## src/rtl/core/bfd_pkg.sv

```systemverilog
// ----------------------------------------------------------------------------
// bfd_pkg: shared definitions of the two-by-two box filter downscaler
// Sizes, payload types, register indexes and the per-channel averaging helper.
// ----------------------------------------------------------------------------
`default_nettype none

package bfd_pkg;

  // Largest frame the line store and the counters are built for.
  localparam int MAX_WIDTH  = 4096;
  localparam int MAX_HEIGHT = 4096;

  // Field widths fixed by the register map and the pixel format.
  localparam int SIZE_W = 13;
  localparam int XW     = SIZE_W + 1;
  localparam int CH_W   = 8;
  localparam int SUM_W  = CH_W + 1;
  localparam int AVG_W  = CH_W + 2;

  localparam int LINE_DEPTH = MAX_WIDTH / 2;
  localparam int LINE_AW    = (LINE_DEPTH > 1) ? $clog2(LINE_DEPTH) : 1;
  localparam int COL_W      = $clog2(MAX_WIDTH);
  localparam int ROW_W      = $clog2(MAX_HEIGHT);

  localparam logic [SIZE_W-1:0] RESET_WIDTH  = SIZE_W'(1920);
  localparam logic [SIZE_W-1:0] RESET_HEIGHT = SIZE_W'(1080);
  localparam logic [SIZE_W-1:0] MIN_SIZE     = SIZE_W'(2);
  localparam logic [AVG_W-1:0]  ROUND_BIAS   = AVG_W'(2);

  typedef enum logic [0:0] {
    REG_FRAME_WIDTH  = 1'b0,
    REG_FRAME_HEIGHT = 1'b1
  } cfg_index_t;

  typedef struct packed {
    logic [CH_W-1:0] blue;
    logic [CH_W-1:0] green;
    logic [CH_W-1:0] red;
  } pix_t;

  // Three channel sums of a horizontal pixel pair, red in the low bits.
  typedef struct packed {
    logic [SUM_W-1:0] blue;
    logic [SUM_W-1:0] green;
    logic [SUM_W-1:0] red;
  } sum_t;

  localparam int ENTRY_W = $bits(sum_t);

  typedef struct packed {
    logic valid;
    logic last;
    sum_t pair;
  } issue_t;

  typedef struct packed {
    logic               en;
    logic [LINE_AW-1:0] addr;
    sum_t               data;
  } ram_wr_t;

  typedef struct packed {
    logic               en;
    logic [LINE_AW-1:0] addr;
  } ram_rd_t;

  // Limits a configured size to the range the hardware supports.
  function automatic logic [SIZE_W-1:0] clamp_size(input logic [SIZE_W-1:0] v,
                                                   input logic [XW-1:0] hi);
    logic [SIZE_W-1:0] r;
    if (v < MIN_SIZE) begin
      r = MIN_SIZE;
    end else if (XW'(v) > hi) begin
      r = hi[SIZE_W-1:0];
    end else begin
      r = v;
    end
    return r;
  endfunction

  // Rounded mean of two pair sums: (a + b + 2) / 4.
  function automatic logic [CH_W-1:0] avg_channel(input logic [SUM_W-1:0] a,
                                                  input logic [SUM_W-1:0] b);
    logic [AVG_W-1:0] s;
    s = AVG_W'(a) + AVG_W'(b) + ROUND_BIAS;
    return s[AVG_W-1:2];
  endfunction

endpackage

`default_nettype wire

```

## src/rtl/core/bfd_out_if.sv

```systemverilog
// ----------------------------------------------------------------------------
// bfd_out_if: output pixel channel
// One averaged RGB pixel and an end-of-frame flag per transfer.
// ----------------------------------------------------------------------------
`default_nettype none

interface bfd_out_if;
  logic                      valid;
  logic                      ready;
  logic [bfd_pkg::CH_W-1:0]  red_out;
  logic [bfd_pkg::CH_W-1:0]  green_out;
  logic [bfd_pkg::CH_W-1:0]  blue_out;
  logic                      frame_last;

  modport source (output valid, output red_out, output green_out, output blue_out,
                  output frame_last, input ready);
  modport sink   (input valid, input red_out, input green_out, input blue_out,
                  input frame_last, output ready);
endinterface

`default_nettype wire

```

## src/rtl/core/bfd_avg.sv

```systemverilog
// ----------------------------------------------------------------------------
// bfd_avg: block completion and output register
// Adds the fetched pair sums to the current pair and rounds to a pixel.
// ----------------------------------------------------------------------------
`default_nettype none

module bfd_avg (
  input  wire logic            clk,
  input  wire logic            rst,
  input  wire bfd_pkg::issue_t issue,
  input  wire bfd_pkg::sum_t   above,
  output      logic            ready,
  bfd_out_if.source            pix_out
);

  logic              s1_valid;
  logic              s1_last;
  bfd_pkg::sum_t     s1_pair;
  logic              out_valid;
  logic              out_free;
  logic              s1_move;
  bfd_pkg::pix_t     out_pix;
  logic              out_last;

  assign out_free = !out_valid || pix_out.ready;
  assign s1_move  = s1_valid && out_free;
  assign ready    = !s1_valid || out_free;

  always_ff @(posedge clk) begin
    if (rst) begin
      s1_valid  <= 1'b0;
      out_valid <= 1'b0;
    end else begin
      if (ready) begin
        s1_valid <= issue.valid;
      end
      if (s1_move) begin
        out_valid <= 1'b1;
      end else if (pix_out.ready) begin
        out_valid <= 1'b0;
      end
    end
  end

  always_ff @(posedge clk) begin
    if (ready && issue.valid) begin
      s1_last <= issue.last;
      s1_pair <= issue.pair;
    end
    if (s1_move) begin
      out_pix.red   <= bfd_pkg::avg_channel(above.red,   s1_pair.red);
      out_pix.green <= bfd_pkg::avg_channel(above.green, s1_pair.green);
      out_pix.blue  <= bfd_pkg::avg_channel(above.blue,  s1_pair.blue);
      out_last      <= s1_last;
    end
  end

  assign pix_out.valid      = out_valid;
  assign pix_out.red_out    = out_pix.red;
  assign pix_out.green_out  = out_pix.green;
  assign pix_out.blue_out   = out_pix.blue;
  assign pix_out.frame_last = out_last;

  a_issue_when_ready : assert property (@(posedge clk) disable iff (rst)
    issue.valid |-> ready)
    else $error("block issued while the stage is full");

  a_issue_lands : assert property (@(posedge clk) disable iff (rst)
    issue.valid |=> s1_valid)
    else $error("issued block lost");

  a_stage_holds : assert property (@(posedge clk) disable iff (rst)
    (s1_valid && !out_free) |=> (s1_valid && $stable(s1_pair)))
    else $error("stalled block changed");

endmodule

`default_nettype wire

```

## src/flat_wrapper.sv

```systemverilog
// flat-port wrapper written by rule: the top's interface ports become plain ports
module bfd_avg_flat 
  (clk, rst, issue, above, ready, pix_out_valid, pix_out_red_out, pix_out_green_out, pix_out_blue_out, pix_out_frame_last, pix_out_ready);
  bfd_out_if pix_out_i ();
  input  wire logic clk;
  input  wire logic rst;
  input  wire bfd_pkg::issue_t issue;
  input  wire bfd_pkg::sum_t above;
  output      logic ready;
  output wire logic [$bits(pix_out_i.valid)-1:0] pix_out_valid;
  output wire logic [$bits(pix_out_i.red_out)-1:0] pix_out_red_out;
  output wire logic [$bits(pix_out_i.green_out)-1:0] pix_out_green_out;
  output wire logic [$bits(pix_out_i.blue_out)-1:0] pix_out_blue_out;
  output wire logic [$bits(pix_out_i.frame_last)-1:0] pix_out_frame_last;
  input wire logic [$bits(pix_out_i.ready)-1:0] pix_out_ready;
  assign pix_out_valid = pix_out_i.valid;
  assign pix_out_red_out = pix_out_i.red_out;
  assign pix_out_green_out = pix_out_i.green_out;
  assign pix_out_blue_out = pix_out_i.blue_out;
  assign pix_out_frame_last = pix_out_i.frame_last;
  assign pix_out_i.ready = pix_out_ready;
  bfd_avg u_core (.clk(clk), .rst(rst), .issue(issue), .above(above), .ready(ready), .pix_out(pix_out_i));
endmodule
```

## config.mk

```make
export PLATFORM = sky130hd
export DESIGN_NAME = bfd_avg_flat
export DESIGN_NICKNAME = d
export VERILOG_FILES = /design/src/rtl/core/bfd_pkg.sv /design/src/rtl/core/bfd_out_if.sv /design/src/rtl/core/bfd_avg.sv /design/src/flat_wrapper.sv
export SDC_FILE = /design/constraint.sdc
export NUM_CORES = 1
export LEC_CHECK = 0
export ABC_AREA = 1
export BUFFER_PORTS_ARGS = -buffer_cell sky130_fd_sc_hd__buf_2
export CAP_MARGIN = 20
export CORE_MARGIN = 1
export CORE_UTILIZATION = 35
export DETAILED_ROUTE_END_ITERATION = 12
export GPL_ROUTABILITY_DRIVEN = 0
export MAX_ROUTING_LAYER = met4
export PLACE_DENSITY = 0.63
export RECOVER_POWER = 100
export SYNTH_ARGS = -nofsm -noshare
export SYNTH_HDL_FRONTEND = slang
export SYNTH_SLANG_ARGS = --single-unit
```

## constraint.sdc

```tcl
create_clock -name clk -period 5.6 [get_ports clk]
set_input_delay 0.56 -clock clk [delete_from_list [all_inputs] [get_ports clk]]
set_output_delay 0.56 -clock clk [all_outputs]
set_load 0.03 [all_outputs]
```

[Yosys cells after proc, flatten, opt, wreduce, memory -nomap -nowiden]
Cells that the tools add are included.
Storage, ports and cells
  output and inout bits: 27
  input port bits: 59
  bits in registers: 55
  word-level logic and storage cells: 25
Operators by class
  mux-type cells: 2
  reductions and logical operators: 7
  add/subtract/negate cells: 6
Operator list (number)
  $add 10x2->10 const B: 3
  $add 9x9->10: 3
  $logic_and 1x1->1: 2
  $logic_not 1->1: 2
  $logic_or 1x1->1: 2
  $mux 1: 2
  $reduce_bool 2->1: 1

[Depth between registers and ports, before layout]
Gate-level depths: netlist of run 1.
  word-level depth: 4
  gate-level depth with buffers: 12
  depth with buffers taken out: 12

[Worst setup path before layout of run 1]
OpenSTA, ideal clock, no wires.
  path type: in2reg
  start point: input port pix_out_ready
  end point: register u_core.out_pix (netlist bit u_core.pix_out.blue_out[0]) (enable)
  cell stages on the path: 2
  path slack: 3.329 ns
  required time: 5.185 ns
  arrival time: 1.855 ns
  cell sequence: inv_1 -> a21oi_1
On the way
  word-level cells in the longest chain between the ends: 2
RTL lines
  start: declaration: line flat_wrapper.sv:15  | input wire logic [$bits(pix_out_i.ready)-1:0] pix_out_ready;
  $logic_or 1x1->1: line bfd_avg.sv:25  | assign out_free = !out_valid || pix_out.ready;
  $logic_and 1x1->1: line bfd_avg.sv:26  | assign s1_move = s1_valid && out_free;
  net u_core.s1_move: line bfd_avg.sv:21  | logic s1_move;
  end: declaration: line bfd_avg.sv:22  | bfd_pkg::pix_t out_pix;
The timed path passes the listed nets, and every way through them passes these cells.
A chain may end at the register's enable or synchronous reset.

[Worst setup path in the final report of run 1]
  start point: input port pix_out_ready
  end point: register u_core.s1_pair[17] (netlist name) (enable)
On the way
  word-level cells in the longest chain between the ends: 3
RTL lines
  $logic_or 1x1->1: line bfd_avg.sv:25
  $logic_or 1x1->1: line bfd_avg.sv:27  | assign ready = !s1_valid || out_free;
  $logic_and 1x1->1: line bfd_avg.sv:46  | if (ready && issue.valid) begin
  end signal: assignment: line bfd_avg.sv:48  | s1_pair <= issue.pair;
  end: declaration: line bfd_avg.sv:18  | bfd_pkg::sum_t s1_pair;
No other way between the ends.

==> results by group, run 1 <==
Run status
  – Status: finished, final reports clean

Synthesis
  – Leading area contributor after synthesis: edfxtp_1
  – Syn avg cell area: 10.66 um^2
  – Synth top area share: about half
  – Compound-gate portion of the synthesized area: under 10%
  – Main combinational cell family by area after synthesis: adder cells
  – Synth Area in Adders: 19.82%
  – Top post-synthesis cells by area: edfxtp_1 (51%), ha_1 (18%), nand2_1 (9.6%)
  – Netlist cell types: 16
  – Simple-gate share of the synthesized area: 15.52%
  – Register area share after synthesis: 51.89%
  – Seq cells post-synth: between 50 and 60
  – Synth Cell Area: 3144 um^2
  – Synth warn: 0
  – XOR/XNOR Fraction of Synth Area: 2.507%
  – Mux contribution to synthesized area: 0%
  – Cells after Synth: around 300
  – Syn_nets: 402

Layout
  – Ratio of cells with drive above 1 in the final layout: 17.44%
  – Non-Filler Instances: 498
  – Layout Utilization: 42.65%
  – Fin nets: 496
  – Fill count: 862
  – Area growth syn-to-layout: 18.30%
  – Number of antenna diodes: 0

STA
  – Final Hold Fails: 0
  – Clk_skew: 0.008139 ns
  – RSZ-0062 raised after global routing: no
  – Slew Limit Headroom: 12.26%
  – Slew Limit Fails: 0
  – Worst Tran Pin Value: 1.316 ns
  – Period utilisation layout: 37.12%
  – Setup TNS: 0 ns
  – Final setup viols: 0
  – Max Clk Rate: 481.1 MHz
  – Minimum clock period: 2.079 ns

Clocking
  – CTS max path bufs: 2
  – CTS tree: done
  – Inserted Clock Buffers: 5
  – Skew-Pair Late Insertion Delay: approximately 0.30 ns
  – Post-CTS setup buffer count: 0
  – H-tree depth: 2
  – CTS Hold Buffers Added: 0
  – Clock-pin slew on the worst setup and hold paths: 0.10 ns
  – CTS root buffer: clkbuf_8
  – Post-cts gate resize count: 0
  – Clk sink count: 55

Routing
  – 1st-pass router iterations: 4
  – DRC: 0
  – Via density: 4.474
  – 1st-iter DRT viols: 63
  – DRT antenna net count: 0
  – Final WL: 5.449 mm
  – Wire length per cell: 10.94 um
  – Vias: 2228

Floorplan
  – Core area: between 8000 and 9000 um^2
  – DIE AREA: roughly 9400 um^2
  – Width of the die: 96.78 um
  – Ports: 86
  – Starting density of the core: 36.05%
  – DIE HEIGHT: 96.78 um
  – Row count: 34

Pwr
  – Power per cell area: approximately 260 nW/um^2
  – Peak VDD IR: ~96 uV
  – Leak pwr: 1.879 nW

Setup path
  – Worst-path maximum fanout: 15
  – Register-to-register setup slack: 3.55 ns
  – Req. time, crit path: 5.54 ns
  – Setup crit end kind: flop
  – Crit path launch type: primary input
  – Crit path kind: primary input to flop
  – CP arrival: 2.02 ns

Global route
  – Largest net degree at the start of global routing: 26
  – First-pass GRT wire length: 9.466 mm
  – GRT overflow: 0
  – Vias in the first global route: 2167
  – GRT Util Overall: 12.86%
  – Initial antenna violation count: 0

Placement
  – Buffers added on ports: 85
  – Post-DP HPWL: 4.455 mm
  – Placed insts: 490

Run
  – Max-Cap Viols: 0

Worst hold path
  – Worst hold path class: primary input to flop
final timing paths:
| path | depth (start not counted) | from | end |
|---|---|---|---|
| worst max-delay path | 6 | pix_out_ready | u_core.s1_pair[17]$_DFFE_PP_ |
| worst min-delay path | 2 | rst | u_core.s1_valid$_SDFFE_PP0N_ |
| worst max register to register | 4 | u_core.pix_out.valid$_SDFFE_PP0P_ | u_core.s1_pair[17]$_DFFE_PP_ |
| worst min register to register | 0 | u_core.s1_last$_DFFE_PP_ | u_core.pix_out.frame_last$_DFFE_PP_ |
synthesized netlist by cell type (all sizes together):
master	number
fa	3
ha	45
inv	49
a21o	6
xor2	9
clkinv	2
a21oi	15
dfxtp	2
nand3	19
edfxtp	53
nor2	6
nand2	86
where the power goes:
part | internal [mW] | switching (mW)
Sequential | 0.496 | 0.00834
Combinational | 0.0908 | 0.157
Clock | 0.0874 | 0.132
cells in the final DEF (no fill, tap or decap):
master and instances:
a21o_1 6, a21oi_1 12, a21oi_2 3, buf_2 56, clkbuf_1 31, clkbuf_8 5, clkinv_1 2, clkinv_2 1
clkinvlp_4 2, dfxtp_1 2, edfxtp_1 53, fa_1 3, ha_1 45, inv_1 49, nand2_1 85, nand2_2 1
nand3_1 19, nor2_1 6, xor2_1 9
per-stage QoR:
stage | cell area [um^2] | hold slack [ns] | setup slack, ns | total power [mW]
after CTS | 3820 | 0.4054 | 3.711 | 0.9998
after detailed placement | 3731 | 0.4343 | 3.401 | 0.7780
after global routing | 3720 | 0.3978 | 3.333 | 1.041
after global placement | 3716 | 0.4293 | 3.465 | 0.7705
final | 3720 | 0.4181 | 3.521 | 0.9723
after floorplan | 3144 | 0.4003 | 3.329 | 0.7044
layer usage:
layer / GRT usage [%] / routed length (um) / vias to the layer above
met4: 7.348 / 189 / 0
li1: - / - / 1166
met5: - / 0 / -
met1: 13.67 / 2320 / 999
met3: 1.951 / 206 / 12
met2: 22.70 / 2732 / 51
registers in the layout (all words and copies together), names as in the netlist:
signal and cells:
u_core.s1_pair 27, u_core.pix_out.blue_out 8, u_core.pix_out.green_out 8, u_core.pix_out.red_out 8
u_core.pix_out.frame_last 1, u_core.pix_out.valid 1, u_core.s1_last 1, u_core.s1_valid 1
final cells by class:
class                      instances  area, um^2  area share, %
multi-input combinational        189        1276          34.31
sequential                        55        1632          43.86
clock inverter                     3       20.02         0.5382
inverter                          51       191.4          5.146
clock buffer                       5       68.82          1.850
tap                              108       135.1          3.633
timing repair buffer              87       396.6          10.66
cells by family after synthesis:
group,Yosys count
simple gates,111
flops,55
buf+inv,51
fa+ha+maj,48
compound gates,21
xor+xnor,9
critical path, stage by stage:
cell      delay (ns)
buf_2           0.09
inv_1           0.06
nand3_1         0.11
nand2_1         0.08
inv_1           0.45
clkbuf_1        0.66
Power figures use the tool's default switching activity.
==> inputs of run 2 (changes only) <==
--- a/config.mk
+++ b/config.mk
@@ -13,7 +13,7 @@
 export DETAILED_ROUTE_END_ITERATION = 12
 export GPL_ROUTABILITY_DRIVEN = 0
 export MAX_ROUTING_LAYER = met4
-export PLACE_DENSITY = 0.63
+export PLACE_DENSITY = 0.65
 export RECOVER_POWER = 100
 export SYNTH_ARGS = -nofsm -noshare
 export SYNTH_HDL_FRONTEND = slang
==> constraint.sdc (replaced) <==
create_clock -name clk -period 1.7 [get_ports clk]
set_input_delay 0.17 -clock clk [delete_from_list [all_inputs] [get_ports clk]]
set_output_delay 0.17 -clock clk [all_outputs]
set_load 0.03 [all_outputs]
==> run 2 against run 1 <==
The run now ends with negative setup slack left. Clock power increased to 3.2 times the previous value. Clock-buffer cell count increased by 1. Non-clock buffer count increased by 22. Register-to-register slack got worse by 3.6 ns. Hold slack got worse by 0.39 ns. Critical path type is now flop to flop. Largest power group unchanged.
==> results by group, run 2 (same netlist as run 1, synthesis figures left out) <==
Run status
  – Status: complete, but fails checks
  – Failing checks: negative setup slack

Routing
  – DRT antenna net count: 0 (unchanged)
  – Wire length per cell: 11.65 um (+6.4%)
  – 1st-pass router iterations: 4 (unchanged)
  – Vias: 2325 (+4.4%)
  – DRC: 0 (unchanged)
  – Via density: 4.463 (-0.25%)
  – 1st-iter DRT viols: 44 (-30%)
  – Final WL: 6.068 mm (+11%)

Pwr
  – Leak pwr: 2.003 nW (+6.6%)
  – Peak VDD IR: 321.0 uV (+240%)
  – Design Power: 3.568 mW (+270%)
  – Power per cell area: 800.4 nW/um^2 (+210%)

Worst hold path
  – Hold Path End: u_core.pix_out.valid$_SDFFE_PP0P_
  – Hold Path Origin: rst
  – Worst hold path class: primary input to flop
  – WHS Path Cells: 2 (unchanged)

Setup path
  – Critical Path Max Stage Delay: 0.43 ns (-0.23 ns)
  – Req. time, crit path: 1.78 ns (-3.76 ns)
  – CP Cell Sequence: ha_4 -> fa_2 -> nand3_2 -> nand2_4 -> nand3_2 -> nand2_1 -> nand2_1 -> nand2_1
  – Setup crit end kind: flop
  – CP delay by family, top: adder cells
  – CP arrival: 1.78 ns (-0.24 ns)
  – Crit path kind: flop to flop
  – Register-to-register setup slack: -0.006 ns (-3.56 ns)
  – Reg2reg end: u_core.pix_out.red_out[7]$_DFFE_PP_
  – CP Buf/Inv Count: 0 (-4)
  – R2R Path Start: u_core.s1_pair[2]$_DFFE_PP_
  – Critical Path Source: u_core.s1_pair[2]$_DFFE_PP_
  – Crit path launch type: flop
  – CP max stage cell: edfxtp_1
  – R2R depth: 8 (+4)
  – CP dominant cell by count: nand2_1
  – Worst-path maximum fanout: 3 (-12)

Layout
  – Post-route cell area: 4458 um^2 (+20%)
  – Area growth syn-to-layout: 41.78%
  – Most frequent cells in the layout: nand2_1 (69), buf_2 (57), edfxtp_1 (53), inv_1 (46), ha_4 (33)
  – Ratio of cells with drive above 1 in the final layout: 40.05% (+23 points)
  – Biggest register: u_core.s1_pair
  – Most common cell after layout, fill and taps aside: nand2_1
  – Max FFs per register: 27 (unchanged)
  – Fin nets: 518 (+4.4%)
  – Layout Utilization: 51.12% (+8.5 points)

STA
  – RSZ-0062 raised after global routing: yes
  – Slew Limit Fails: 0 (unchanged)
  – Slew Limit Headroom: 56.88% (+45 points)
  – Final Hold Fails: 0 (unchanged)
  – Max Clk Rate: approximately 600 MHz
  – Clk_skew: 0.008932 ns (+0.0007932 ns)
  – Minimum clock period: 1.706 ns
  – PnR worst setup slack: -0.006316 ns (-3.528 ns)
  – Worst Tran Pin Value: 0.6468 ns (-0.6692 ns)
  – Period utilisation layout: 100.4%
  – Final setup viols: 3 (+3)

Clocking
  – Clk sink count: 55 (unchanged)
  – Clock-pin slew on the worst setup and hold paths: 0.10 ns (about the same)
  – Skew-Pair Late Insertion Delay: 0.30 ns (about the same)
  – H-tree depth: 2 (unchanged)
  – CTS Hold Buffers Added: 0 (unchanged)
  – Inserted Clock Buffers: 5 (unchanged)
  – CTS root buffer: clkbuf_8
  – CTS max path bufs: 2 (unchanged)
  – CTS tree: done

Placement
  – Buffers added on ports: 85 (unchanged)
  – Cell Area, Placed: 3914 um^2 (+4.9%)
  – Placement Setup Slack: -0.09624 ns (-3.497 ns)
  – Post-DP HPWL: 4.322 mm (-3.0%)

Global route
  – Initial antenna violation count: 1 (+1)
  – Vias in the first global route: 2297 (+6.0%)
  – Largest net degree at the start of global routing: 29 (+12%)
  – First-pass GRT wire length: 9.860 mm (+4.2%)
  – GRT Util Overall: 13.39% (+0.53 points)
  – GRT overflow: 0 (unchanged)

Floorplan
  – Row count: 34 (unchanged)
  – Core area: 8721 um^2 (unchanged)
  – DIE HEIGHT: 96.78 um (unchanged)
  – Width of the die: 96.78 um (unchanged)
  – DIE AREA: 9366 um^2 (unchanged)
  – Ports: 86 (unchanged)
  – Starting density of the core: 36.05% (unchanged)

Run
  – Max-Cap Viols: 0 (unchanged)
==> run 2: worst max-delay path by stage <==
stage / to / slack, ns / cells after the start
after floorplan: u_core.pix_out.red_out[5]$_DFFE_PP_ / 0.006 / 8
after global placement: u_core.pix_out.red_out[5]$_DFFE_PP_ / -0.06 / 10
after detailed placement: u_core.pix_out.green_out[7]$_DFFE_PP_ / -0.1 / 10
after CTS: u_core.pix_out.blue_out[7]$_DFFE_PP_ / -0.009 / 8
after global routing: u_core.pix_out.green_out[6]$_DFFE_PP_ / -0.11 / 10
final: u_core.pix_out.red_out[7]$_DFFE_PP_ / -0.006 / 8
==> run 2: worst register-to-register path, delay by kind of cell, from the launching register on <==
family        cells  cell delay [ns]
fa+ha+maj         2             0.68
flops             1             0.43
simple gates      6             0.38
==> run 2: final cells by class <==
cell class	instances	area [um^2]
clock inverters	2	7.507
inverters	51	195.2
clock buffers	6	72.57
fillers	769	4263
flip-flops and latches	55	1632
repair buffers	109	571.8
multi-input cells	189	1842
diodes	1	2.502
well taps	108	135.1
==> run 2: per-stage QoR <==
step                      hold slack [ns]  cells  setup TNS [ns]
after floorplan                    0.2317    295               0
after global placement             0.3367    509         -0.5204
after detailed placement           0.3412    509         -0.7486
after CTS                        0.009208    518        -0.01879
after global routing             0.005325    521          -1.043
final                             0.02617    521       -0.009729
==> run 2: routing by layer <==
layer | up-vias | GRT usage, % | part of all wire (%)
li1 | 1207 | - | -
met1 | 1053 | 14.98 | 42
met2 | 58 | 22.81 | 51
met3 | 7 | 3.540 | 5.5
met4 | 0 | 5.166 | 1.9
met5 | - | - | 0
==> run 2: timing repair <==
item / in CTS / in global routing
gates resized for setup: 33 / 33
setup endpoints to repair: 15 / 15
buffers inserted: 1 / 2
pin swaps: 2 / 21
==> run 2: where the power goes <==
group	internal [mW]	switching (mW)	leakage, nW	total, mW
sequential	1.64	0.0378	0.525	1.67
combinational	0.559	0.644	1.44	1.20
clock	0.283	0.410	0.0403	0.692
