**src/rtl/core/bfd_pkg.sv**
```systemverilog
// ----------------------------------------------------------------------------
// bfd_pkg: shared definitions of the two-by-two box filter downscaler
// Sizes, payload types, register indexes and the per-channel averaging helper.
// ----------------------------------------------------------------------------
`default_nettype none

package bfd_pkg;

  // Largest frame the line store and the counters are built for.
  localparam int MAX_WIDTH  = 4096;
  localparam int MAX_HEIGHT = 4096;

  // Field widths fixed by the register map and the pixel format.
  localparam int SIZE_W = 13;
  localparam int XW     = SIZE_W + 1;
  localparam int CH_W   = 8;
  localparam int SUM_W  = CH_W + 1;
  localparam int AVG_W  = CH_W + 2;

  localparam int LINE_DEPTH = MAX_WIDTH / 2;
  localparam int LINE_AW    = (LINE_DEPTH > 1) ? $clog2(LINE_DEPTH) : 1;
  localparam int COL_W      = $clog2(MAX_WIDTH);
  localparam int ROW_W      = $clog2(MAX_HEIGHT);

  localparam logic [SIZE_W-1:0] RESET_WIDTH  = SIZE_W'(1920);
  localparam logic [SIZE_W-1:0] RESET_HEIGHT = SIZE_W'(1080);
  localparam logic [SIZE_W-1:0] MIN_SIZE     = SIZE_W'(2);
  localparam logic [AVG_W-1:0]  ROUND_BIAS   = AVG_W'(2);

  typedef enum logic [0:0] {
    REG_FRAME_WIDTH  = 1'b0,
    REG_FRAME_HEIGHT = 1'b1
  } cfg_index_t;

  typedef struct packed {
    logic [CH_W-1:0] blue;
    logic [CH_W-1:0] green;
    logic [CH_W-1:0] red;
  } pix_t;

  // Three channel sums of a horizontal pixel pair, red in the low bits.
  typedef struct packed {
    logic [SUM_W-1:0] blue;
    logic [SUM_W-1:0] green;
    logic [SUM_W-1:0] red;
  } sum_t;

  localparam int ENTRY_W = $bits(sum_t);

  typedef struct packed {
    logic valid;
    logic last;
    sum_t pair;
  } issue_t;

  typedef struct packed {
    logic               en;
    logic [LINE_AW-1:0] addr;
    sum_t               data;
  } ram_wr_t;

  typedef struct packed {
    logic               en;
    logic [LINE_AW-1:0] addr;
  } ram_rd_t;

  // Limits a configured size to the range the hardware supports.
  function automatic logic [SIZE_W-1:0] clamp_size(input logic [SIZE_W-1:0] v,
                                                   input logic [XW-1:0] hi);
    logic [SIZE_W-1:0] r;
    if (v < MIN_SIZE) begin
      r = MIN_SIZE;
    end else if (XW'(v) > hi) begin
      r = hi[SIZE_W-1:0];
    end else begin
      r = v;
    end
    return r;
  endfunction

  // Rounded mean of two pair sums: (a + b + 2) / 4.
  function automatic logic [CH_W-1:0] avg_channel(input logic [SUM_W-1:0] a,
                                                  input logic [SUM_W-1:0] b);
    logic [AVG_W-1:0] s;
    s = AVG_W'(a) + AVG_W'(b) + ROUND_BIAS;
    return s[AVG_W-1:2];
  endfunction

endpackage

`default_nettype wire

```
**src/rtl/core/bfd_in_if.sv**
```systemverilog
// ----------------------------------------------------------------------------
// bfd_in_if: input pixel channel
// One RGB pixel per transfer, valid/ready handshake.
// ----------------------------------------------------------------------------
`default_nettype none

interface bfd_in_if;
  logic                      valid;
  logic                      ready;
  logic [bfd_pkg::CH_W-1:0]  red_in;
  logic [bfd_pkg::CH_W-1:0]  green_in;
  logic [bfd_pkg::CH_W-1:0]  blue_in;

  modport source (output valid, output red_in, output green_in, output blue_in,
                  input ready);
  modport sink   (input valid, input red_in, input green_in, input blue_in,
                  output ready);
endinterface

`default_nettype wire

```
**src/rtl/core/bfd_cfg_if.sv**
```systemverilog
// ----------------------------------------------------------------------------
// bfd_cfg_if: configuration write channel
// One register write per transfer: register index and write data.
// ----------------------------------------------------------------------------
`default_nettype none

interface bfd_cfg_if;
  logic                        valid;
  logic                        ready;
  bfd_pkg::cfg_index_t         index;
  logic [bfd_pkg::SIZE_W-1:0]  data;

  modport source (output valid, output index, output data, input ready);
  modport sink   (input valid, input index, input data, output ready);
endinterface

`default_nettype wire

```
**src/rtl/core/bfd_ctrl.sv**
```systemverilog
// ----------------------------------------------------------------------------
// bfd_ctrl: raster counters, size registers and line store access
// Tracks pixel position, forms pair sums and issues line store reads/writes.
// ----------------------------------------------------------------------------
`default_nettype none

module bfd_ctrl (
  input  wire logic          clk,
  input  wire logic          rst,
  bfd_cfg_if.sink            cfg,
  bfd_in_if.sink             pix_in,
  input  wire logic          avg_ready,
  output bfd_pkg::issue_t    issue,
  output bfd_pkg::ram_wr_t   wr,
  output bfd_pkg::ram_rd_t   rd
);

  localparam int XW = bfd_pkg::XW;
  localparam logic [XW-1:0] MAX_W_X = XW'(bfd_pkg::MAX_WIDTH);
  localparam logic [XW-1:0] MAX_H_X = XW'(bfd_pkg::MAX_HEIGHT);
  localparam logic [XW-1:0] ONE_X   = XW'(1);

  logic [bfd_pkg::SIZE_W-1:0] width;
  logic [bfd_pkg::SIZE_W-1:0] height;
  logic [bfd_pkg::COL_W-1:0]  col;
  logic [bfd_pkg::COL_W-1:0]  col_next;
  logic [bfd_pkg::ROW_W-1:0]  row;
  logic [bfd_pkg::ROW_W-1:0]  row_next;
  bfd_pkg::pix_t              first;
  bfd_pkg::pix_t              pix;
  bfd_pkg::sum_t              pair;

  logic [XW-1:0] col_x, row_x, w_last, h_last, out_w, out_h, ocol, orow;
  logic          accept, in_block, col_odd, row_odd, last_block;

  assign cfg.ready    = 1'b1;
  assign pix_in.ready = avg_ready;
  assign accept       = pix_in.valid && avg_ready;

  assign pix.red   = pix_in.red_in;
  assign pix.green = pix_in.green_in;
  assign pix.blue  = pix_in.blue_in;

  assign col_x  = XW'(col);
  assign row_x  = XW'(row);
  assign w_last = XW'(width) - ONE_X;
  assign h_last = XW'(height) - ONE_X;
  assign out_w  = XW'(width) >> 1;
  assign out_h  = XW'(height) >> 1;
  assign ocol   = col_x >> 1;
  assign orow   = row_x >> 1;

  assign in_block   = (ocol < out_w) && (orow < out_h);
  assign col_odd    = col[0];
  assign row_odd    = row[0];
  assign last_block = (ocol == out_w - ONE_X) && (orow == out_h - ONE_X);

  assign pair.red   = bfd_pkg::SUM_W'(first.red)   + bfd_pkg::SUM_W'(pix.red);
  assign pair.green = bfd_pkg::SUM_W'(first.green) + bfd_pkg::SUM_W'(pix.green);
  assign pair.blue  = bfd_pkg::SUM_W'(first.blue)  + bfd_pkg::SUM_W'(pix.blue);

  // Even rows store the pair, odd rows fetch the pair stored above.
  assign wr.en   = accept && in_block && col_odd && !row_odd;
  assign wr.addr = bfd_pkg::LINE_AW'(ocol);
  assign wr.data = pair;
  assign rd.en   = accept && in_block && col_odd && row_odd;
  assign rd.addr = bfd_pkg::LINE_AW'(ocol);

  assign issue.valid = rd.en;
  assign issue.last  = last_block;
  assign issue.pair  = pair;

  // A counter at or past its last position wraps, also after a size change.
  always_comb begin
    if (col_x >= w_last) begin
      col_next = '0;
      if (row_x >= h_last) begin
        row_next = '0;
      end else begin
        row_next = bfd_pkg::ROW_W'(row_x + ONE_X);
      end
    end else begin
      col_next = bfd_pkg::COL_W'(col_x + ONE_X);
      if (row_x > h_last) begin
        row_next = '0;
      end else begin
        row_next = row;
      end
    end
  end

  always_ff @(posedge clk) begin
    if (rst) begin
      width  <= bfd_pkg::clamp_size(bfd_pkg::RESET_WIDTH, MAX_W_X);
      height <= bfd_pkg::clamp_size(bfd_pkg::RESET_HEIGHT, MAX_H_X);
      col    <= '0;
      row    <= '0;
    end else begin
      if (cfg.valid) begin
        unique case (cfg.index)
          bfd_pkg::REG_FRAME_WIDTH:  width  <= bfd_pkg::clamp_size(cfg.data, MAX_W_X);
          bfd_pkg::REG_FRAME_HEIGHT: height <= bfd_pkg::clamp_size(cfg.data, MAX_H_X);
        endcase
      end
      if (accept) begin
        col <= col_next;
        row <= row_next;
      end
    end
  end

  always_ff @(posedge clk) begin
    if (accept && in_block && !col_odd) begin
      first <= pix;
    end
  end

  a_no_rw_overlap : assert property (@(posedge clk) disable iff (rst)
    !(wr.en && rd.en))
    else $error("line store read and write in the same cycle");

  a_read_not_after_write : assert property (@(posedge clk) disable iff (rst)
    wr.en |=> !rd.en)
    else $error("line store read directly after a write");

  a_col_wrap : assert property (@(posedge clk) disable iff (rst)
    (accept && (col_x >= w_last)) |=> (col == '0))
    else $error("column counter failed to wrap");

endmodule

`default_nettype wire

```
**src/flat_wrapper.sv**
```systemverilog
// flat-port wrapper written by rule: the top's interface ports become plain ports
module bfd_ctrl_flat 
  (clk, rst, avg_ready, issue, wr, rd, cfg_valid, cfg_index, cfg_data, cfg_ready, pix_in_valid, pix_in_red_in, pix_in_green_in, pix_in_blue_in, pix_in_ready);
  bfd_cfg_if cfg_i ();
  bfd_in_if pix_in_i ();
  input  wire logic clk;
  input  wire logic rst;
  input  wire logic avg_ready;
  output bfd_pkg::issue_t issue;
  output bfd_pkg::ram_wr_t wr;
  output bfd_pkg::ram_rd_t rd;
  input wire logic [$bits(cfg_i.valid)-1:0] cfg_valid;
  input wire logic [$bits(cfg_i.index)-1:0] cfg_index;
  input wire logic [$bits(cfg_i.data)-1:0] cfg_data;
  output wire logic [$bits(cfg_i.ready)-1:0] cfg_ready;
  input wire logic [$bits(pix_in_i.valid)-1:0] pix_in_valid;
  input wire logic [$bits(pix_in_i.red_in)-1:0] pix_in_red_in;
  input wire logic [$bits(pix_in_i.green_in)-1:0] pix_in_green_in;
  input wire logic [$bits(pix_in_i.blue_in)-1:0] pix_in_blue_in;
  output wire logic [$bits(pix_in_i.ready)-1:0] pix_in_ready;
  assign cfg_i.valid = cfg_valid;
  assign cfg_i.index = cfg_index;
  assign cfg_i.data = cfg_data;
  assign cfg_ready = cfg_i.ready;
  assign pix_in_i.valid = pix_in_valid;
  assign pix_in_i.red_in = pix_in_red_in;
  assign pix_in_i.green_in = pix_in_green_in;
  assign pix_in_i.blue_in = pix_in_blue_in;
  assign pix_in_ready = pix_in_i.ready;
  bfd_ctrl u_core (.clk(clk), .rst(rst), .cfg(cfg_i), .pix_in(pix_in_i), .avg_ready(avg_ready), .issue(issue), .wr(wr), .rd(rd));
endmodule
```
**config.mk**
```make
export PLATFORM = sky130hd
export DESIGN_NAME = bfd_ctrl_flat
export DESIGN_NICKNAME = d
export VERILOG_FILES = /design/src/rtl/core/bfd_pkg.sv /design/src/rtl/core/bfd_in_if.sv /design/src/rtl/core/bfd_cfg_if.sv /design/src/rtl/core/bfd_ctrl.sv /design/src/flat_wrapper.sv
export SDC_FILE = /design/constraint.sdc
export NUM_CORES = 1
export LEC_CHECK = 0
export BUFFER_PORTS_ARGS = -buffer_cell sky130_fd_sc_hd__buf_4
export CELL_PAD_IN_SITES_DETAIL_PLACEMENT = 1
export CELL_PAD_IN_SITES_GLOBAL_PLACEMENT = 1
export CORE_ASPECT_RATIO = 1.4
export CORE_MARGIN = 4
export CORE_UTILIZATION = 45
export DETAILED_ROUTE_END_ITERATION = 12
export PLACE_DENSITY_LB_ADDON = 0.3
export RECOVER_POWER = 50
export SKIP_LAST_GASP = 1
export SLEW_MARGIN = 5
export SYNTH_ARGS = -nofsm -noshare
export SYNTH_HDL_FRONTEND = slang
export SYNTH_SLANG_ARGS = --single-unit
```
**constraint.sdc**
```tcl
create_clock -name clk -period 7.3 [get_ports clk]
set_clock_uncertainty 0.05 [all_clocks]
set_input_delay 0.73 -clock clk [delete_from_list [all_inputs] [get_ports clk]]
set_output_delay 0.73 -clock clk [all_outputs]
set_load 0.02 [all_outputs]
```
# == After elaboration in Yosys (flattened, before gate mapping) ==
# Index checks and enable logic that the tools add are counted.
# op_classes
n_addsub,9
order_cmp,7
eq_ne,2
n_mux,6
n_bitwise,1
reduce_logical,14
# op_table
operator,count
$mux W12,4
$eq A11 B14 Y1,2
$ge A12 B14 Y1,2
$sub A13 B1 Y14 const B,2
$add A8 B8 Y9,3
$mux W13,2
$sub A12 B1 Y13 const B,2
$add A12 B1 Y12 const B,2
$lt A11 B12 Y1,2
$gt A12 B14 Y1,1
$gt A13 B13 Y1 const B,1
$lt A13 B2 Y1 const B,1
$logic_and A1 B1 Y1,8
$reduce_and A2 Y1,3
$logic_not A1 Y1,2
$reduce_bool A2 Y1,1
$not A1 Y1,1
# word_totals
ff_bits,74
in_bits,43
out_inout_bits,82
word_cells,46

# == Depth between registers and ports, before layout ==
# Gate-level depths: netlist of run 1.
# depth
ltp_word,5
ltp_mapped,15

# == Least setup slack after synthesis of run 1 ==
# OpenSTA, ideal clock, no wires.
# synth_path
path_type,register -> output
from,reg u_core.height[2] in the netlist's numbering
to,out rd[11] in the netlist's numbering
arrival_ns,2.779
required_ns,6.520
slack_ns,3.741
stages_incl_launch_ff,11
n_path_buf,1
cell_sequence,dfxtp_1 -> inv_1 -> ha_1 -> nor2b_1 -> o21a_1 -> o21a_1 -> o211ai_1 -> a21boi_0 -> o31a_1 -> nor4b_1 -> buf_4
# synth_rtl
item,line,source
from (decl),bfd_ctrl.sv:24,logic [bfd_pkg::SIZE_W-1:0] height;
from (signal assigned),bfd_ctrl.sv:95,"height <= bfd_pkg::clamp_size(bfd_pkg::RESET_HEIGHT, MAX_H_X);"
from (signal assigned),bfd_ctrl.sv:102,"bfd_pkg::REG_FRAME_HEIGHT: height <= bfd_pkg::clamp_size(cfg.data, MAX_H_X);"
to (decl),flat_wrapper.sv:11,output bfd_pkg::ram_rd_t rd;

==> results of run 1 <==
-- cells in the mapped netlist, types with 3 or more instances --
cell type	n	area [um2]
nand2_1	65	244
inv_1	51	191
a21boi_0	5	37.5
xnor2_1	56	490
buf_2	3	15.0
a21oi_1	42	210
or3_1	4	25.0
o211ai_1	10	75.1
o21a_1	4	30.0
and2_1	4	25.0
o21ai_0	29	145
dfxtp_1	50	1000
o22ai_1	4	25.0
a211oi_1	7	52.6
mux2i_1	3	30.0
nor3_1	13	65.1
ha_1	76	951
nor4_1	6	37.5
clkbuf_1	15	56.3
nand2b_1	11	68.8
edfxtp_1	24	721
nor2_1	62	233
a21o_1	13	97.6
or2b_1	4	30.0
nand3_1	24	120
and3_1	10	62.6
nand4_1	6	37.5
buf_4	55	413
nor2b_1	9	56.3
buf_6	3	33.8
a31oi_1	18	113
xor2_1	17	149
fa_1	3	60.1
-- registers in the layout, summed over array words and instances (netlist names) --
name           count
u_core.first      24
u_core.height     13
u_core.width      13
u_core.col        12
u_core.row        12
-- kinds of logic after synthesis --
kind of cell             Yosys count  synth area share
other                              1          0.000593
AND/OR/NAND/NOR                  240             0.194
buffers and inverters            130             0.115
multiplexers                       3           0.00475
adder cells (fa/ha/maj)           79             0.160
AO/OA/AOI/OAI                    149             0.152
XOR/XNOR                          73             0.101
flip-flops                        74             0.272
-- power groups by stage --
stage / Combinational (mW) / Sequential (mW) / Clock (mW)
2_1_floorplan: 0.253 / 0.457 / 0
5_1_grt: 0.368 / 0.461 / 0.449
4_1_cts: 0.355 / 0.459 / 0.434
3_5_place_dp: 0.352 / 0.468 / 0
3_3_place_gp: 0.338 / 0.467 / 0
6_report: 0.335 / 0.459 / 0.427
-- critical path, delay by kind of cell, from the launching register on --
| family | cells | cell delay (ns) |
|---|---|---|
| AOI/OAI and AO/OA | 1 | 0.13 |
| muxes | 1 | 0.31 |
| adders and majority gates | 1 | 0.29 |
| buffers and inverters | 2 | 0.28 |
| DFF | 1 | 0.36 |
| and+or+nand+nor | 4 | 1.62 |
-- metrics by stage --
stage          power (mW)  cells  setup WS, ns  utilization
5_1_grt              1.28    996          2.91        0.506
4_1_cts              1.25    996          3.18        0.522
3_3_place_gp        0.804    980          3.45        0.502
2_1_floorplan       0.710    749          3.74            -
3_5_place_dp        0.821    980          3.27        0.502
6_report             1.22    996          3.18        0.506
-- cells in the final DEF, fill, tap and decap left out, drive strengths merged, types with 31 or more instances in the layout --
cell type	count
a21oi	42
buf	59
clkbuf	76
dfxtp	50
ha	76
inv	51
nand2	65
nor2	62
o21ai	31
xnor2	56
-- routing by layer --
metal  up-vias  share of wire
li1       2690              -
met1      2669           0.38
met2       133           0.55
met3        28          0.046
met4         0          0.022
met5         -              0
-- layout make-up --
type	instances	area [um2]
Clock buffer	11	233
Clock inverter	5	46.3
Fill cell	1705	6840
Inverter	52	195
Multi-Input combinational cell	545	3870
Sequential cell	74	1720
Tap cell	185	231
Timing Repair Buffer	124	709
-- final timing paths --
path | from | to | slack, ns | cells past startpoint
worst max-delay path | u_core.height[2] | issue[27] | 3.18 | 9
worst min-delay path | u_core.width[0] | u_core.width[0] | 0.44 | 2
worst max register to register | u_core.height[2] | u_core.row[7] | 3.21 | 13
worst min register to register | u_core.width[0] | u_core.width[0] | 0.44 | 2
==> run metrics, run 1 <==
status=finished clean; Slowest-stage cell, CP=or4_1; largest net degree at the start of global routing=25; hold_ws=0.437 ns; pwr/cell area=174 mW/mm2; Post-Syn Area=roughly 0.0063 mm2; Setup TNS=0 ns; vias in the first global route=5,906; Worst setup EP type=output port; Starting Density=0.457; Detail Route Antenna Nets=0; share of power burned in the clock network=0.349; Most Used Layer, Global Route=met2; drt pass-1 iters=4; PostCTS Resize Cnt=0; worst rel slew slack=0.260; critical path type=register to output port; sw frac=0.318; post-CTS setup repair buffer count=0; CTS tree=done; top_reg_cell synth=dfxtp_1; aggregate global routing overflow=0; f_max=0.243 GHz; Final nets=roughly 930; Syn Area/Cell=8.45 um2; RSZ-0062 raised after global routing=false; synthesized flop and latch total=74; vias after detailed routing=about 5,500; wire length of the first global-routing pass=29.1 mm; Final setup viols=0; crit path cell chain=inv_1, ha_1, or4b_4, nor4_4, mux2i_1, o2111ai_1, or4_1, nor4_2, buf_4; syn nets=a little under 900; cts bufs inserted=9; static leakage=2.94 nW; GP Congestion=roughly 0.92; DRC viols=0; Worst Hold Class=register to register; sequential fraction of design power=0.376; Mapped Cells=749; Fin. Hold Viols=0; initial antenna violation count=0; Slew @ Worst Pin=1.11 ns; Slowest Stage Delay on Critical Path=0.60 ns; Max rail drop VDD=0.109 mV; CTS Root Cell=clkbuf_16; Int Pwr=0.832 mW; CP Launch Type=register; Area Overhead vs Synth=10.8%; clock-pin slew on the worst setup and hold paths=~0.060 ns; number of flops mapped to enable cells by yosys=24; Ports=about 130; Seq/Total Area, Yosys=0.272; die width=108 um; Net Sw Power=approximately 0.4 mW; CP max FO=7; Critical Path RT=between 6 and 7 ns; FFs w/ async S/R, synth=0; Pins Over Slew Limit=0; final WL=18.0 mm; Final min period=4.12 ns; Syn. warnings=0; WL/cell=18.1 um; clock tree sinks=74; Unique masters post-synth=62; Hold-fix buffers, CTS=0; combinational power share=0.274; Total GRT Usage=0.227; Arr. time, crit path=3.34 ns; fin crit share=0.564; Via density=5.54; total core area=0.0138 mm2; overall die height=148 um; Die ar.=0.0160 mm2; Area after DPL=0.00695 mm2; drt initial violations=206; M3 GR Usage=0.0356; # diodes=0; number of I/O port buffers=between 100 and 150; dpl hpwl=about 15 mm; number of max-cap violations=0; Skew-Pair Late Insertion Delay=0.34 ns; row count=51; Clock Path Buffers=2; share of cells above drive strength 1=0.106; grt met1 use=0.241; Finished Cell Area=0.00701 mm2; routing usage on met2=0.440; CTS H-tree lvls=3
No activity file was read; power rests on OpenSTA's default activity.
==> inputs of run 2 (changes only) <==
- CORE_UTILIZATION: 45 -> 42
- clock period: 7.3 -> 3.8 ns (I/O delays scaled with it)
==> run 2 against run 1 <==
Compared with the run above:
- total power rose by 87%
- sequential power rose by 92%
- first-iteration DRC count is 13% higher
- clock-buffer cell count is 1 higher
- critical path depth did not move
- critical path type unchanged
- largest power group unchanged
==> run metrics, run 2 (synthesis gave the netlist of run 1 again) <==
status=finished clean (unchanged); CP Launch Type=register (unchanged); dpl hpwl=15.0 mm (was 14.8 mm); Die ar.=0.0171 mm2 (was 0.0160 mm2); Hold-fix buffers, CTS=0 (unchanged); Fillers=1,813 (was 1,705); Pins Over Slew Limit=0 (unchanged); Slowest Stage Delay on Critical Path=0.57 ns (was 0.60 ns); Slowest-stage cell, CP=or4_4 (was or4_1); pwr/cell area=324 mW/mm2 (was 174 mW/mm2); overall die height=153 um (was 148 um); die width=112 um (was 108 um); Max rail drop VDD=0.213 mV (was 0.109 mV); final non-filler cell total=1,004 (was 996); clock-pin slew on the worst setup and hold paths=0.06 ns (about the same); final WL=18.0 mm (about the same); most used cell, CP=or4_4; CTS H-tree lvls=3 (unchanged); Via density=5.54 (about the same); commonest non-fill, non-tap cell in the layout=ha_1 (unchanged); vias in the first global route=6,089 (was 5,906); Worst Hold Class=primary input to register (was register to register); static leakage=2.95 nW (was 2.94 nW); worst rel slew slack=0.446 (was 0.260); drt initial violations=232 (was 206); Area Overhead vs Synth=11.2% (was 10.8%); total core area=0.0146 mm2 (was 0.0138 mm2); CP bufs+invs=2 (unchanged); placed insts=988 (was 980); top flop regs=u_core.first x24, u_core.height x13, u_core.width x13 (unchanged); Fin. Hold Viols=0 (unchanged); flip-flop count of the largest register after layout=24 (unchanged); initial antenna violation count=0 (unchanged); CP max FO=4 (was 7); Area after DPL=0.00700 mm2 (was 0.00695 mm2); WL/cell=18.0 um (was 18.1 um); CTS tree=done (unchanged); CTS Root Cell=clkbuf_16 (unchanged); Total GRT Usage=0.212 (was 0.227); Levels on crit path=9 (unchanged); Final nets=932 (was 928); Final setup viols=0 (unchanged); Top reg by flops=u_core.first (unchanged); Worst setup EP type=output port (unchanged); fin crit share=0.961; most frequent cells in the layout=75 x ha_1, 66 x clkbuf_1, 65 x nand2_1 (was 76 x ha_1, 65 x nand2_1, 62 x nor2_1); aggregate global routing overflow=0 (unchanged); share of cells above drive strength 1=0.115 (was 0.106); post-CTS setup repair buffer count=0 (unchanged); number of I/O port buffers=123 (unchanged); Worst Slack Setup Final=0.147 ns (was 3.18 ns); f_max=around 0.27 GHz; final core utilization=0.481 (was 0.506); Starting Density=0.432 (was 0.457); CP top delay family=simple AND/OR/NAND/NOR gates (unchanged); number of max-cap violations=0 (unchanged); drt pass-1 iters=4 (unchanged); wire length of the first global-routing pass=30.1 mm (was 29.1 mm); GP Congestion=0.938 (was 0.921); critical path type=register to output port (unchanged); Setup TNS=0 ns (unchanged); cts bufs inserted=9 (unchanged); DRC viols=0 (unchanged); clock tree sinks=74 (unchanged); RSZ-0062 raised after global routing=false (unchanged); largest net degree at the start of global routing=25 (unchanged); area of the multi-input gates=0.00389 mm2 (was 0.00387 mm2); vias after detailed routing=5,563 (was 5,520); row count=52 (was 51); worst hold path depth=1 (was 2); Arr. time, crit path=3.22 ns (was 3.34 ns); # diodes=0 (unchanged); Tot Pwr=2.28 mW (was 1.22 mW); Skew-Pair Late Insertion Delay=0.33 ns (was 0.34 ns); hold_ws=0.212 ns (was 0.437 ns); R2R cell count=14 (was 13); post-place setup slack=0.120 ns (was 3.27 ns); crit path cell chain=inv_1, ha_1, xnor2_1, or4_4, a2111oi_4, o2111ai_1, or4_4, nor4_2, buf_4 (was inv_1, ha_1, or4b_4, nor4_4, mux2i_1, o2111ai_1, or4_1, nor4_2, buf_4); Clock Path Buffers=2 (unchanged); Slew @ Worst Pin=0.822 ns (was 1.11 ns); Finished Cell Area=0.00704 mm2 (was 0.00701 mm2); Register Area=0.00173 mm2 (was 0.00172 mm2); Ports=125 (unchanged); Detail Route Antenna Nets=0 (unchanged); Final min period=3.65 ns; Critical Path RT=3.37 ns (was 6.52 ns)
run 2: final timing paths:
check | startpoint | endpoint | slack (ns)
worst min-delay path | pix_in_blue_in[4] | u_core.first[20] | 0.21
worst min register to register | u_core.width[0] | u_core.width[0] | 0.44
worst max-delay path | u_core.width[1] | issue[27] | 0.15
worst max register to register | u_core.height[2] | u_core.row[7] | 0.29
run 2: layer usage:
metal | share of wire | vias to the layer above | track usage | wire length (um)
li1 | - | 2697 | - | -
met5 | 0 | - | 0 | 0
met1 | 0.39 | 2685 | 0.236 | 7120
met4 | 0.027 | 0 | 0.0719 | 488
met2 | 0.54 | 146 | 0.402 | 9690
met3 | 0.041 | 35 | 0.0360 | 746
run 2: layout make-up:
| cell class | count | area share |
|---|---|---|
| repair buffers | 128 | 0.105 |
| multi-input cells | 545 | 0.552 |
| clock buffers | 12 | 0.0336 |
| inverters | 52 | 0.0277 |
| flip-flops and latches | 74 | 0.245 |
| clock inverters | 4 | 0.00267 |
| well taps | 189 | 0.0336 |
run 2: power breakdown:
| group | switching, mW | internal [mW] | leakage, nW |
|---|---|---|---|
| sequential | 0.0333 | 0.846 | 0.632 |
| combinational | 0.397 | 0.254 | 2.19 |
| clock | 0.310 | 0.437 | 0.128 |
run 2: repair_timing:
item | CTS | global route
setup endpoints to repair | 0 | 13
hold endpoints to repair | 0 | 0
gates resized for setup | 0 | 7
